**src/rtl/core/frf_pkg.sv**
```systemverilog
// Package with shared types and constants of the fixed frame receiver.
`default_nettype none
package frf_pkg;

  // Frame format.
  localparam logic [7:0] HeaderByte         = 8'hAA;
  localparam int unsigned PayloadBytesDef   = 16;
  localparam int unsigned HeaderFieldBytes  = 4;

  // Offsets of the header fields among the body bytes.
  localparam int unsigned OfsVersion        = 0;
  localparam int unsigned OfsSource         = 1;
  localparam int unsigned OfsDestination    = 2;
  localparam int unsigned OfsSequence       = 3;

  // Configuration port.
  localparam int unsigned CfgIdxW           = 8;
  localparam logic [CfgIdxW-1:0] CfgLocalAddr = 8'd0;
  localparam logic [CfgIdxW-1:0] CfgBcastAddr = 8'd1;
  localparam logic [7:0] LocalAddrRst       = 8'h01;
  localparam logic [7:0] BcastAddrRst       = 8'h00;

  // Commands from the controller to the datapath.
  typedef struct packed {
    logic start_frame;  // header seen, restart the body count
    logic take_byte;    // store the accepted body byte
    logic read_mem;     // fetch the payload byte at the result index
    logic load_drop;    // load the dropped-frame result
    logic advance;      // step the result index
  } cmd_t;

  // Status from the datapath to the controller.
  typedef struct packed {
    logic is_header;    // input byte is the header byte
    logic body_last;    // next stored body byte completes the frame
    logic addr_match;   // destination is local or broadcast
    logic last_idx;     // result index is on the final payload byte
  } status_t;

endpackage
`default_nettype wire

```
**src/rtl/core/fixed_frame_receiver_address_filter.sv**
```systemverilog
// Top level of the fixed frame receiver with destination address filter.
// Bytes are taken one per cycle while hunting for the header and while receiving a frame.
// After the last frame byte is taken the destination is checked; for a kept frame each
// result is preceded by a payload memory read, and a dropped frame gives a single result.
// No byte is taken while a frame is checked or its results are offered.
// Reset restores the controller, counters and address registers, not the frame buffer.
`default_nettype none
module fixed_frame_receiver_address_filter #(
  parameter int unsigned PAYLOAD_BYTES = frf_pkg::PayloadBytesDef
) (
  input  wire logic                        clk_i,
  input  wire logic                        rst_ni,
  input  wire logic                        in_valid_i,
  output logic                             in_stall_o,
  input  wire logic [7:0]                  rx_byte_i,
  output logic                             out_valid_o,
  input  wire logic                        out_stall_i,
  output logic                             status_o,
  output logic [7:0]                       payload_byte_o,
  output logic [3:0]                       byte_index_o,
  output logic [7:0]                       protocol_version_o,
  output logic [7:0]                       source_address_o,
  output logic [7:0]                       destination_address_o,
  output logic [7:0]                       sequence_number_o,
  output logic [15:0]                      frame_crc_o,
  output logic                             last_of_frame_o,
  input  wire logic                        cfg_valid_i,
  output logic                             cfg_ready_o,
  input  wire logic [frf_pkg::CfgIdxW-1:0] cfg_index_i,
  input  wire logic [7:0]                  cfg_data_i
);

  frf_pkg::cmd_t    cmd;
  frf_pkg::status_t sts;

  // Configuration writes are always taken.
  assign cfg_ready_o = 1'b1;

  // Controller.
  frf_ctrl u_ctrl (
    .clk_i       (clk_i),
    .rst_ni      (rst_ni),
    .in_valid_i  (in_valid_i),
    .in_stall_o  (in_stall_o),
    .out_valid_o (out_valid_o),
    .out_stall_i (out_stall_i),
    .sts_i       (sts),
    .cmd_o       (cmd)
  );

  // Datapath.
  frf_datapath #(
    .PAYLOAD_BYTES (PAYLOAD_BYTES)
  ) u_datapath (
    .clk_i                 (clk_i),
    .rst_ni                (rst_ni),
    .rx_byte_i             (rx_byte_i),
    .cfg_we_i              (cfg_valid_i && cfg_ready_o),
    .cfg_index_i           (cfg_index_i),
    .cfg_data_i            (cfg_data_i),
    .cmd_i                 (cmd),
    .sts_o                 (sts),
    .status_o              (status_o),
    .payload_byte_o        (payload_byte_o),
    .byte_index_o          (byte_index_o),
    .protocol_version_o    (protocol_version_o),
    .source_address_o      (source_address_o),
    .destination_address_o (destination_address_o),
    .sequence_number_o     (sequence_number_o),
    .frame_crc_o           (frame_crc_o),
    .last_of_frame_o       (last_of_frame_o)
  );

endmodule
`default_nettype wire

```
**src/rtl/core/frf_ctrl.sv**
```systemverilog
// Controller state machine of the fixed frame receiver.
`default_nettype none
module frf_ctrl (
  input  wire logic            clk_i,
  input  wire logic            rst_ni,
  input  wire logic            in_valid_i,
  output logic                 in_stall_o,
  output logic                 out_valid_o,
  input  wire logic            out_stall_i,
  input  wire frf_pkg::status_t sts_i,
  output frf_pkg::cmd_t        cmd_o
);

  typedef enum logic [4:0] {
    S_HUNT = 5'b00001,
    S_BODY = 5'b00010,
    S_EVAL = 5'b00100,
    S_READ = 5'b01000,
    S_OUT  = 5'b10000
  } state_e;

  state_e state_q, state_d;
  logic   drop_q, drop_d;

  // Next state and commands.
  always_comb begin
    state_d     = state_q;
    drop_d      = drop_q;
    cmd_o       = '0;
    in_stall_o  = 1'b1;
    out_valid_o = 1'b0;
    case (state_q)
      S_HUNT: begin
        in_stall_o = 1'b0;
        if (in_valid_i && sts_i.is_header) begin
          cmd_o.start_frame = 1'b1;
          state_d = S_BODY;
        end
      end
      S_BODY: begin
        in_stall_o = 1'b0;
        if (in_valid_i) begin
          cmd_o.take_byte = 1'b1;
          if (sts_i.body_last) begin
            state_d = S_EVAL;
          end
        end
      end
      S_EVAL: begin
        if (sts_i.addr_match) begin
          drop_d  = 1'b0;
          state_d = S_READ;
        end else begin
          drop_d          = 1'b1;
          cmd_o.load_drop = 1'b1;
          state_d         = S_OUT;
        end
      end
      S_READ: begin
        cmd_o.read_mem = 1'b1;
        state_d = S_OUT;
      end
      S_OUT: begin
        out_valid_o = 1'b1;
        if (!out_stall_i) begin
          if (drop_q || sts_i.last_idx) begin
            state_d = S_HUNT;
          end else begin
            cmd_o.advance = 1'b1;
            state_d = S_READ;
          end
        end
      end
      default: begin
        state_d = S_HUNT;
      end
    endcase
  end

  // State registers.
  always_ff @(posedge clk_i or negedge rst_ni) begin
    if (!rst_ni) begin
      state_q <= S_HUNT;
      drop_q  <= 1'b0;
    end else begin
      state_q <= state_d;
      drop_q  <= drop_d;
    end
  end

endmodule
`default_nettype wire

```
**src/rtl/core/frf_datapath.sv**
```systemverilog
// Datapath of the fixed frame receiver: buffers, counters and result registers.
`default_nettype none
module frf_datapath #(
  parameter int unsigned PAYLOAD_BYTES = frf_pkg::PayloadBytesDef
) (
  input  wire logic                        clk_i,
  input  wire logic                        rst_ni,
  input  wire logic [7:0]                  rx_byte_i,
  input  wire logic                        cfg_we_i,
  input  wire logic [frf_pkg::CfgIdxW-1:0] cfg_index_i,
  input  wire logic [7:0]                  cfg_data_i,
  input  wire frf_pkg::cmd_t               cmd_i,
  output frf_pkg::status_t                 sts_o,
  output logic                             status_o,
  output logic [7:0]                       payload_byte_o,
  output logic [3:0]                       byte_index_o,
  output logic [7:0]                       protocol_version_o,
  output logic [7:0]                       source_address_o,
  output logic [7:0]                       destination_address_o,
  output logic [7:0]                       sequence_number_o,
  output logic [15:0]                      frame_crc_o,
  output logic                             last_of_frame_o
);

  localparam int unsigned BodyBytes = PAYLOAD_BYTES + 6;
  localparam int unsigned CntW      = $clog2(BodyBytes);
  localparam int unsigned IdxW      = (PAYLOAD_BYTES > 1) ? $clog2(PAYLOAD_BYTES) : 1;
  localparam int unsigned OfsPay    = frf_pkg::HeaderFieldBytes;
  localparam int unsigned OfsCrcHi  = PAYLOAD_BYTES + 4;
  localparam int unsigned OfsCrcLo  = PAYLOAD_BYTES + 5;

  logic [7:0]      local_q, bcast_q;
  logic [7:0]      ver_q, src_q, dst_q, seq_q, crc_hi_q, crc_lo_q;
  logic [CntW-1:0] cnt_q;
  logic [IdxW-1:0] idx_q;
  logic [IdxW-1:0] out_idx_q;
  logic            out_status_q, out_last_q;
  logic [7:0]      rdata_q;
  logic [7:0]      pay_mem [PAYLOAD_BYTES];
  logic [CntW-1:0] pay_ofs;
  logic            is_pay;
  logic [IdxW+3:0] out_idx_ext;

  // Configuration registers.
  always_ff @(posedge clk_i or negedge rst_ni) begin
    if (!rst_ni) begin
      local_q <= frf_pkg::LocalAddrRst;
      bcast_q <= frf_pkg::BcastAddrRst;
    end else if (cfg_we_i) begin
      if (cfg_index_i == frf_pkg::CfgLocalAddr) begin
        local_q <= cfg_data_i;
      end else if (cfg_index_i == frf_pkg::CfgBcastAddr) begin
        bcast_q <= cfg_data_i;
      end
    end
  end

  // Body byte counter and result index.
  always_ff @(posedge clk_i or negedge rst_ni) begin
    if (!rst_ni) begin
      cnt_q <= '0;
      idx_q <= '0;
    end else begin
      if (cmd_i.start_frame) begin
        cnt_q <= '0;
        idx_q <= '0;
      end else begin
        if (cmd_i.take_byte) begin
          cnt_q <= cnt_q + CntW'(1);
        end
        if (cmd_i.advance) begin
          idx_q <= idx_q + IdxW'(1);
        end
      end
    end
  end

  assign pay_ofs = cnt_q - CntW'(OfsPay);
  assign is_pay  = (cnt_q >= CntW'(OfsPay)) && (cnt_q < CntW'(OfsCrcHi));

  // Header and CRC field registers.
  always_ff @(posedge clk_i) begin
    if (cmd_i.take_byte) begin
      case (cnt_q)
        CntW'(frf_pkg::OfsVersion):     ver_q    <= rx_byte_i;
        CntW'(frf_pkg::OfsSource):      src_q    <= rx_byte_i;
        CntW'(frf_pkg::OfsDestination): dst_q    <= rx_byte_i;
        CntW'(frf_pkg::OfsSequence):    seq_q    <= rx_byte_i;
        CntW'(OfsCrcHi):                crc_hi_q <= rx_byte_i;
        CntW'(OfsCrcLo):                crc_lo_q <= rx_byte_i;
        default: begin
        end
      endcase
    end
  end

  // Payload memory: one write port while receiving, registered read while emitting.
  always_ff @(posedge clk_i) begin
    if (cmd_i.take_byte && is_pay) begin
      pay_mem[pay_ofs[IdxW-1:0]] <= rx_byte_i;
    end
    if (cmd_i.read_mem) begin
      rdata_q <= pay_mem[idx_q];
    end else if (cmd_i.load_drop) begin
      rdata_q <= '0;
    end
  end

  // Result flag and index registers.
  always_ff @(posedge clk_i) begin
    if (cmd_i.read_mem) begin
      out_status_q <= 1'b0;
      out_idx_q    <= idx_q;
      out_last_q   <= (idx_q == IdxW'(PAYLOAD_BYTES - 1));
    end else if (cmd_i.load_drop) begin
      out_status_q <= 1'b1;
      out_idx_q    <= '0;
      out_last_q   <= 1'b1;
    end
  end

  // Status back to the controller.
  assign sts_o.is_header  = (rx_byte_i == frf_pkg::HeaderByte);
  assign sts_o.body_last  = (cnt_q == CntW'(BodyBytes - 1));
  assign sts_o.addr_match = (dst_q == local_q) || (dst_q == bcast_q);
  assign sts_o.last_idx   = (idx_q == IdxW'(PAYLOAD_BYTES - 1));

  // Result payload.
  assign out_idx_ext           = {4'b0000, out_idx_q};
  assign status_o              = out_status_q;
  assign payload_byte_o        = rdata_q;
  assign byte_index_o          = out_idx_ext[3:0];
  assign protocol_version_o    = ver_q;
  assign source_address_o      = src_q;
  assign destination_address_o = dst_q;
  assign sequence_number_o     = seq_q;
  assign frame_crc_o           = {crc_hi_q, crc_lo_q};
  assign last_of_frame_o       = out_last_q;

endmodule
`default_nettype wire

```
**config.mk**
```make
export PLATFORM = sky130hd
export DESIGN_NAME = fixed_frame_receiver_address_filter
export DESIGN_NICKNAME = d
export VERILOG_FILES = /design/src/rtl/core/frf_pkg.sv /design/src/rtl/core/fixed_frame_receiver_address_filter.sv /design/src/rtl/core/frf_ctrl.sv /design/src/rtl/core/frf_datapath.sv
export SDC_FILE = /design/constraint.sdc
export NUM_CORES = 1
export LEC_CHECK = 0
export BUFFER_PORTS_ARGS = -buffer_cell sky130_fd_sc_hd__buf_2
export CAP_MARGIN = 30
export CORE_MARGIN = 5
export CORE_UTILIZATION = 53
export CTS_CLUSTER_SIZE = 12
export DETAILED_ROUTE_END_ITERATION = 8
export PLACE_DENSITY = 0.8
export SLEW_MARGIN = 30
export SYNTH_ARGS = -nofsm -noshare
export SYNTH_HDL_FRONTEND = slang
export SYNTH_HIERARCHICAL = 1
export SYNTH_SLANG_ARGS = --single-unit
```
**constraint.sdc**
```tcl
create_clock -name clk_i -period 2.4 [get_ports clk_i]
set_input_delay 0.36 -clock clk_i [delete_from_list [all_inputs] [get_ports clk_i]]
set_output_delay 0.36 -clock clk_i [all_outputs]
set_load 0.01 [all_outputs]
```
* Yosys cells after proc, flatten, opt, wreduce, memory -nomap -nowiden *
Memory sizes are Yosys's and may differ from the RTL's.
Index checks and enable logic that the tools add are counted.

operators by class
  bitwise gates (word level) = 1
  $lt $le $gt $ge = 2
  equal/unequal tests = 19
  muxes and demuxes = 31
  reduce and logical (&&, ||, !) cells = 20
  $add $sub $neg = 3

operators with widths
  operator                                                                             count
  5-bit 2-to-1 mux                                                                     7
  5-bit one-hot mux with 5 select lines                                                1
  4-bit 2-to-1 mux                                                                     5
  8-bit == test                                                                        2
  1-bit 2-to-1 mux                                                                     16
  8-bit 2-to-1 mux                                                                     2
  5-bit by 2-bit == test with 1-bit output, second input constant                      3
  5-bit == test, second input constant                                                 3
  2-bit AND reduction                                                                  7
  5-bit by 1-bit == test with 1-bit output, second input constant                      2
  8-bit by 1-bit == test with 1-bit output, second input constant                      1
  8-bit == test, second input constant                                                 1
  8-bit zero test                                                                      1
  2-bit != test, second input constant                                                 3
  2-bit nonzero test                                                                   3
  5-bit by 1-bit adder with 5-bit output, second input constant                        1
  5-bit by 3-bit == test with 1-bit output, second input constant                      1
  5-bit by 4-bit == test with 1-bit output, second input constant                      1
  5-bit by 3-bit greater-or-equal comparator with 1-bit output, second input constant  1
  5-bit zero test                                                                      1
  5-bit less-than comparator, second input constant                                    1
  4-bit by 1-bit adder with 4-bit output, second input constant                        1
  4-bit == test, second input constant                                                 1
  4-bit AND reduction                                                                  1
  other kinds (7)                                                                      10

word-level totals
  output and inout port bits = 65
  logic and storage cells = 93
  register bits after elaboration = 93
  bits in writable memories = 128
  memories kept = 1
  input port bits = 29

memories
  name                words  width  read ports  clocked after Yosys merged registers in  wr ports  RTL line            source
  u_datapath.pay_mem  16     8      1           0                                        1         frf_datapath.sv:39  logic [7:0] pay_mem [PAYLOAD_BYTES];

* Longest topological paths before layout *
Gate-level depths: netlist (run 1).

  depth in word-level cells = 7
  mapped depth = 8
  gate-level depth less buffers = 8

* Hierarchy *
The synthesis (run 1) kept the hierarchy.

modules (own cells, without submodules)
  module                               times used  sequential area each (um^2)  cells an instance  area each (um^2)
  frf_datapath                         1           6322.3                       444                8336.7
  frf_ctrl                             1           151.4                        47                 402.9
  fixed_frame_receiver_address_filter  1           0.0                          2                  11.3

* Worst setup path before layout (run 1) *
Ideal clock, no wire load.

  kind = reg2reg
  start point = register u_ctrl.state_q[2]
  end point = register u_datapath.crc_hi_q[0], enable pin
  arrival time = 2.295 ns
  data required time = 2.002 ns
  period minus slack after synthesis = 2.692 ns
  cell stages (with the launch flop) = 7
  library setup time = 0.398 ns
  setup slack = -0.292 ns
  buffers on the path = 2
  path through = dfrtp_1 -> buf_6 -> nor3_2 -> and3_1 -> clkbuf_1 -> and2_1 -> nor4b_1

RTL lines
  item                    RTL line            source
  from (decl)             frf_ctrl.sv:22      state_e state_q, state_d;
  from (signal assigned)  frf_ctrl.sv:86      state_q <= state_d;
  to (signal assigned)    frf_datapath.sv:89  CntW'(OfsCrcHi): crc_hi_q <= rx_byte_i;
  to (decl)               frf_datapath.sv:33  logic [7:0] ver_q, src_q, dst_q, seq_q, crc_hi_q, crc_lo_q;

==> results of run 1 <==
==> path summary, 6_finish.rpt <==
path	from	endpoint	cells past startpoint
setup / recovery	u_ctrl/state_q[2]	u_datapath/pay_mem[0][5]	6
hold / removal	cfg_data_i[4]	u_datapath/local_q[4]	2
setup reg to reg	u_ctrl/state_q[2]	u_datapath/pay_mem[0][5]	6
hold reg to reg	u_datapath/status_o	u_datapath/status_o	2
max in group asynchronous	rst_ni	u_datapath/idx_q[0]	2
min in group asynchronous	rst_ni	u_datapath/local_q[4]	2
==> repair_timing <==
action,4_1_cts,5_1_grt
setup buffers,0,0
setup endpoints to repair,0,22
endpoints found under the hold margin,29,0
hold buffers,1,0
gates resized for setup,0,1
==> sequential cells by signal, summed over array words and instances, names as in the netlist <==
| name | count |
|---|---|
| u_datapath/idx_q | 4 |
| u_datapath/bcast_q | 8 |
| u_datapath/crc_hi_q | 8 |
| u_datapath/byte_index_o | 4 |
| u_ctrl/state_q | 5 |
| u_datapath/destination_address_o | 8 |
| u_ctrl/drop_q | 1 |
| u_datapath/protocol_version_o | 8 |
| u_datapath/cnt_q | 5 |
| u_datapath/sequence_number_o | 8 |
| u_datapath/source_address_o | 8 |
| u_datapath/pay_mem | 128 |
| u_datapath/local_q | 8 |
| u_datapath/last_of_frame_o | 1 |
| u_datapath/status_o | 1 |
| u_datapath/crc_lo_q | 8 |
| u_datapath/payload_byte_o | 8 |
==> stage by stage <==
step           total power [mW]  util (%)
6_report                   7.74      63.0
3_5_place_dp               4.54      58.7
4_1_cts                    7.79      63.0
2_1_floorplan              4.41         -
5_1_grt                    8.01      63.0
3_3_place_gp               4.53      58.7
==> Yosys cell counts, types with 6 or more instances <==
library cell | number | area share (%)
o221ai_1 | 7 | 0.70
dfrtp_1 | 29 | 8.3
nand4_1 | 8 | 0.57
mux2i_1 | 15 | 1.7
xnor2_1 | 18 | 1.8
edfxtp_1 | 189 | 65
nor2_1 | 38 | 1.6
buf_6 | 6 | 0.77
nand3_1 | 7 | 0.40
nand2_1 | 25 | 1.1
o21ai_0 | 6 | 0.34
mux4_1 | 15 | 4.5
and3_1 | 6 | 0.43
nand2b_1 | 9 | 0.64
mux2_2 | 28 | 3.6
xor2_1 | 6 | 0.60
==> final cells by class <==
type	count	area (um^2)
clock buffers	37	638
flip-flops and latches	221	6470
well taps	220	275
repair buffers	126	731
multi-input cells	250	2150
clock inverters	5	55.1
inverters	4	15.0
fillers	1115	6060
==> report_power, final <==
part,internal (mW),total (mW),leakage (nW),switching (mW)
Clock,1.93,3.28,0.330,1.35
Sequential,4.19,4.20,2.10,0.0173
Combinational,0.108,0.259,1.34,0.151
==> cell families (layout without fill, tap and decap cells) <==
group                    count (synthesis)  count (layout)  synth area share (%)
AO/OA/AOI/OAI                           31              31                  2.46
multiplexers                            67              67                  11.6
AND/OR/NAND/NOR                        122             122                  7.22
adder cells (fa/ha/maj)                  5               5                 0.715
flip-flops                             221             221                  74.0
XOR/XNOR                                24              24                  2.40
buffers and inverters                   22             172                  1.56
other                                    1               1                0.0429
==> per-layer routing <==
metal / vias to the layer above / wire (um) / GRT usage [%]
met1: 2464 / 7690 / 26.7
met5: - / 0 / 0
met2: 287 / 9580 / 34.1
li1: 2180 / - / -
met4: 0 / 581 / 8.22
met3: 40 / 1710 / 4.77
==> worst max-delay path: cells and delay by family, from the launching register on <==
kind,cells,cell delay [ns]
and+or+nand+nor,5,1.19
DFF,1,0.51
buffers and inverters,1,0.20
==> flow_metrics.tcl, run 1 <==
set metrics [dict create \
    worstSkewPairLatency_ns 0.51 \
    slowest_stage "dfrtp_1" \
    dieArea_um2 19200 \
    synthFlopType "edfxtp_1" \
    layout_commonest_cell "edfxtp_1" \
    synth-seq-cells 221 \
    grt_max_degree 46 \
    worstPathArrival_ns 2.42 \
    post_drt_wl_per_cell_um 22.7 \
    start_kind "register" \
    wl_um 19600 \
    routed-via-count 4971 \
    finalSetupViolCount 0 \
    ys.warnings.count 6 \
    core_region_area_um2 16400 \
    critPathKind "register to register" \
    fin_crit_ns 2.21 \
    syn_inst 493 \
    synth.distinct_cells 51 \
    powerDensity_nw_per_um2 749 \
    cts.sinks 221 \
    cpPeakStageDelay_ns 0.51 \
    firstDrtPassIters 5 \
    viasPerCell 5.76 \
    die-width_um 138 \
    fin_nets 660 \
    fmax_mhz 453 \
    grt_antenna_before_repair 0 \
    synth-async-reset-ratio_pct 14.0 \
    grt_util_all_layers_pct 20.6 \
    start_util_pct 53.3 \
    clockBufferDepth 3 \
    fin_area_um2 10300 \
    r2r_slack_ns 0.19 \
    avgSynthCellArea_um2 17.8 \
    io_pins 94 \
    dpl.hpwl_um 12500 \
    path_max_fanout 9 \
    layout_common_cells "edfxtp_1 (189), buf_2 (92), nor2_1 (38)" \
    slew_headroom_pct 52.8 \
    place_inst 820 \
    min_period_over_period_pct 92.0 \
    slew_violations 0 \
    drive_gt1_share_pct 30.9 \
    place_ws_ns 0.229 \
    placed_area_um2 9630 \
    fin_setup_tns_ns 0 \
    final_antenna_net_count 0 \
    hold_path.class "input port to register" \
    fp-row-count 47 \
    drc 0 \
    instances_no_fill 863 \
    ys_seq_area_share_pct 74.0 \
    die_h_um 138 \
    port_buffers 92 \
    clockRootBuffer "clkbuf_16" \
    whs_ns 0.0982 \
    fin_worst_skew_ns 0.0101 \
    synth_nets 527 \
    globalplace.congestion 0.840 \
    cts_buffers 23 \
    netlist_area_um2 8750 \
    cp_cell_sequence "nor3_4 > and3_1 > nor2b_1 > nand2_1 > nor2_1 > buf_4" \
    tightestPinTransition_ns 0.708 \
    status "finished, final reports clean" \
    path_clk_slew_ns 0.06 \
    drt_iter0_drc 589 \
    setup_slack_ns 0.192 \
    diodes 0 \
    peakVddDrop_uv 593 \
    power.leakage_nw 3.77 \
    maxCapViolCount 0 \
    synth_edf_count 189 \
    area_growth_pct 18.2 \
    grt_overflow 0 \
    grt_pass1_wl_um 30400 \
    end_kind "register" \
    hold_violations 0 \
    ctsHtreeMaxLevel 1 \
    grt_pass1_vias 5310 \
    tritoncts "built" \
    rsz0062_at_grt "false" \
    required_ns 2.61 \
]
Power figures use the tool's default switching activity.
==> run 2, diff against run 1 <==
clock period = 2 ns   (was 2.4 ns; I/O delays follow)
==> flow_metrics.tcl, run 2 (synthesis gave the netlist of run 1 again) <==
set metrics [dict create \
    status "finished, final reports clean" \
    drc 0 \
    slowest_stage "dfstp_2" \
    die_h_um 138 \
    grt_pass1_vias 5421 \
    hold_path.class "input port to register" \
    drt_iter0_drc 465 \
    dpl.hpwl_um 13000 \
    grt_max_degree 32 \
    path_max_fanout 5 \
    globalplace.congestion 0.843 \
    path_delay_family "simple AND/OR/NAND/NOR gates" \
    drive_gt1_share_pct 37.2 \
    routed-via-count 5030 \
    slew_headroom_pct 52.0 \
    dieArea_um2 19200 \
    placed_area_um2 10000 \
    finalSetupViolCount 0 \
    clockBufferDepth 3 \
    fmax_mhz 509 \
    layout_common_cells "edfxtp_1 (189), buf_2 (91), buf_4 (29)" \
    start_kind "register" \
    rsz0062_at_grt "false" \
    power.leakage_nw 3.92 \
    cts.sinks 221 \
    required_ns 1.70 \
    end_kind "output port" \
    critPathKind "register to output port" \
    largest_reg_flops 128 \
    maxCapViolCount 0 \
    tritoncts "built" \
    grt_antenna_before_repair 0 \
    path_buf_inv 2 \
    grt_util_all_layers_pct 21.5 \
    grt_pass1_wl_um 32100 \
    area_growth_pct 23.3 \
    fin_util_pct 65.8 \
    tightestPinTransition_ns 0.720 \
    cts_buffers 23 \
    die-width_um 138 \
    nFillCells 1042 \
    grt_overflow 0 \
    cp_cell_sequence "buf_4 > nor4_4 > and2_4 > buf_6" \
    fin_area_um2 10800 \
    hold_violations 0 \
    path_clk_slew_ns 0.06 \
    fin_nets 674 \
    port_buffers 92 \
    peakVddDrop_uv 978 \
    start_util_pct 53.3 \
    wl_um 20400 \
    fin_worst_skew_ns 0.00766 \
    cpPeakStageDelay_ns 0.37 \
    clockRootBuffer "clkbuf_16" \
    setup_slack_ns 0.0340 \
    diodes 0 \
    worstPathArrival_ns 1.67 \
    powerDensity_nw_per_um2 848 \
    min_period_over_period_pct 98.3 \
    fin_setup_tns_ns 0 \
    fp-row-count 47 \
    place_ws_ns -0.0637 \
    viasPerCell 5.79 \
    worstSkewPairLatency_ns 0.51 \
    final_antenna_net_count 0 \
    firstDrtPassIters 5 \
    ctsHtreeMaxLevel 1 \
    post_drt_wl_per_cell_um 23.5 \
    slew_violations 0 \
    io_pins 94 \
    core_region_area_um2 16400 \
    fin_crit_ns 1.97 \
    layout_commonest_cell "edfxtp_1" \
]
[run 2: cell types whose count changed in the layout (fill, tap and decap cells not counted), moves of 5 or more]
cell	before	now
buf_12	1	15
nor2_4	1	8
clkbuf_1	13	3
nand2_1	25	20
nor2_1	38	27
[run 2: repair_timing]
action / CTS / global route
setup endpoints to repair: 70 / 29
gates resized for setup: 5 / 11
hold endpoints to repair: 29 / 0
hold buffers: 1 / 0
pin swaps: 2 / 3
setup buffers: 2 / 1
[run 2: per-stage QoR]
step	cells	hold WS, ns	power, mW
floorplan	493	0.00441	5.29
global placement	831	0.369	5.44
detailed placement	831	0.394	5.45
CTS	867	0.0139	9.19
global route	868	0.0321	9.44
finish	868	0.0243	9.15
[run 2: power by group]
part / switching, mW / leakage (nW) / total (mW) / internal, mW
Combinational: 0.192 / 1.51 / 0.337 / 0.146
Clock: 1.63 / 0.315 / 3.77 / 2.15
Sequential: 0.0161 / 2.10 / 5.04 / 5.02
[run 2: layout make-up]
cell class / count / area, um^2 / area share [%]
Sequential cell: 221 / 6480 / 60.0
Multi-Input combinational cell: 250 / 2350 / 21.8
Timing Repair Buffer: 140 / 1030 / 9.53
Clock buffer: 28 / 614 / 5.69
Tap cell: 220 / 275 / 2.55
Clock inverter: 5 / 28.8 / 0.267
Inverter: 4 / 15.0 / 0.139
[run 2: worst reg2reg max path, delay by kind of cell, from the launching register on]
| kind | cells | cell delay [ns] |
|---|---|---|
| mux | 1 | 0.65 |
| compound gates | 1 | 0.10 |
| simple gates | 2 | 0.33 |
| buf+inv | 1 | 0.22 |
| flops | 1 | 0.40 |
[run 2: worst paths after layout]
| check | start | endpoint | slack [ns] | depth (start not counted) |
|---|---|---|---|---|
| max | u_ctrl/state_q[0] | out_valid_o | 0.03 | 4 |
| min | cfg_data_i[4] | u_datapath/local_q[4] | 0.02 | 2 |
| max reg2reg | u_datapath/idx_q[0] | u_datapath/payload_byte_o[5] | 0.06 | 5 |
| min reg2reg | u_datapath/status_o | u_datapath/status_o | 0.49 | 2 |
| max in group asynchronous | rst_ni | u_ctrl/state_q[4] | 1.10 | 2 |
| min in group asynchronous | rst_ni | u_datapath/local_q[1] | 0.40 | 2 |
[run 2: layer usage]
metal	vias up	wire length (um)	track usage (%)	part of all wire (%)
li1	2203	-	-	-
met1	2536	7680	27.8	38
met2	259	10600	37.5	52
met3	32	1650	3.90	8.1
met4	0	488	6.50	2.4
met5	-	0	0	0
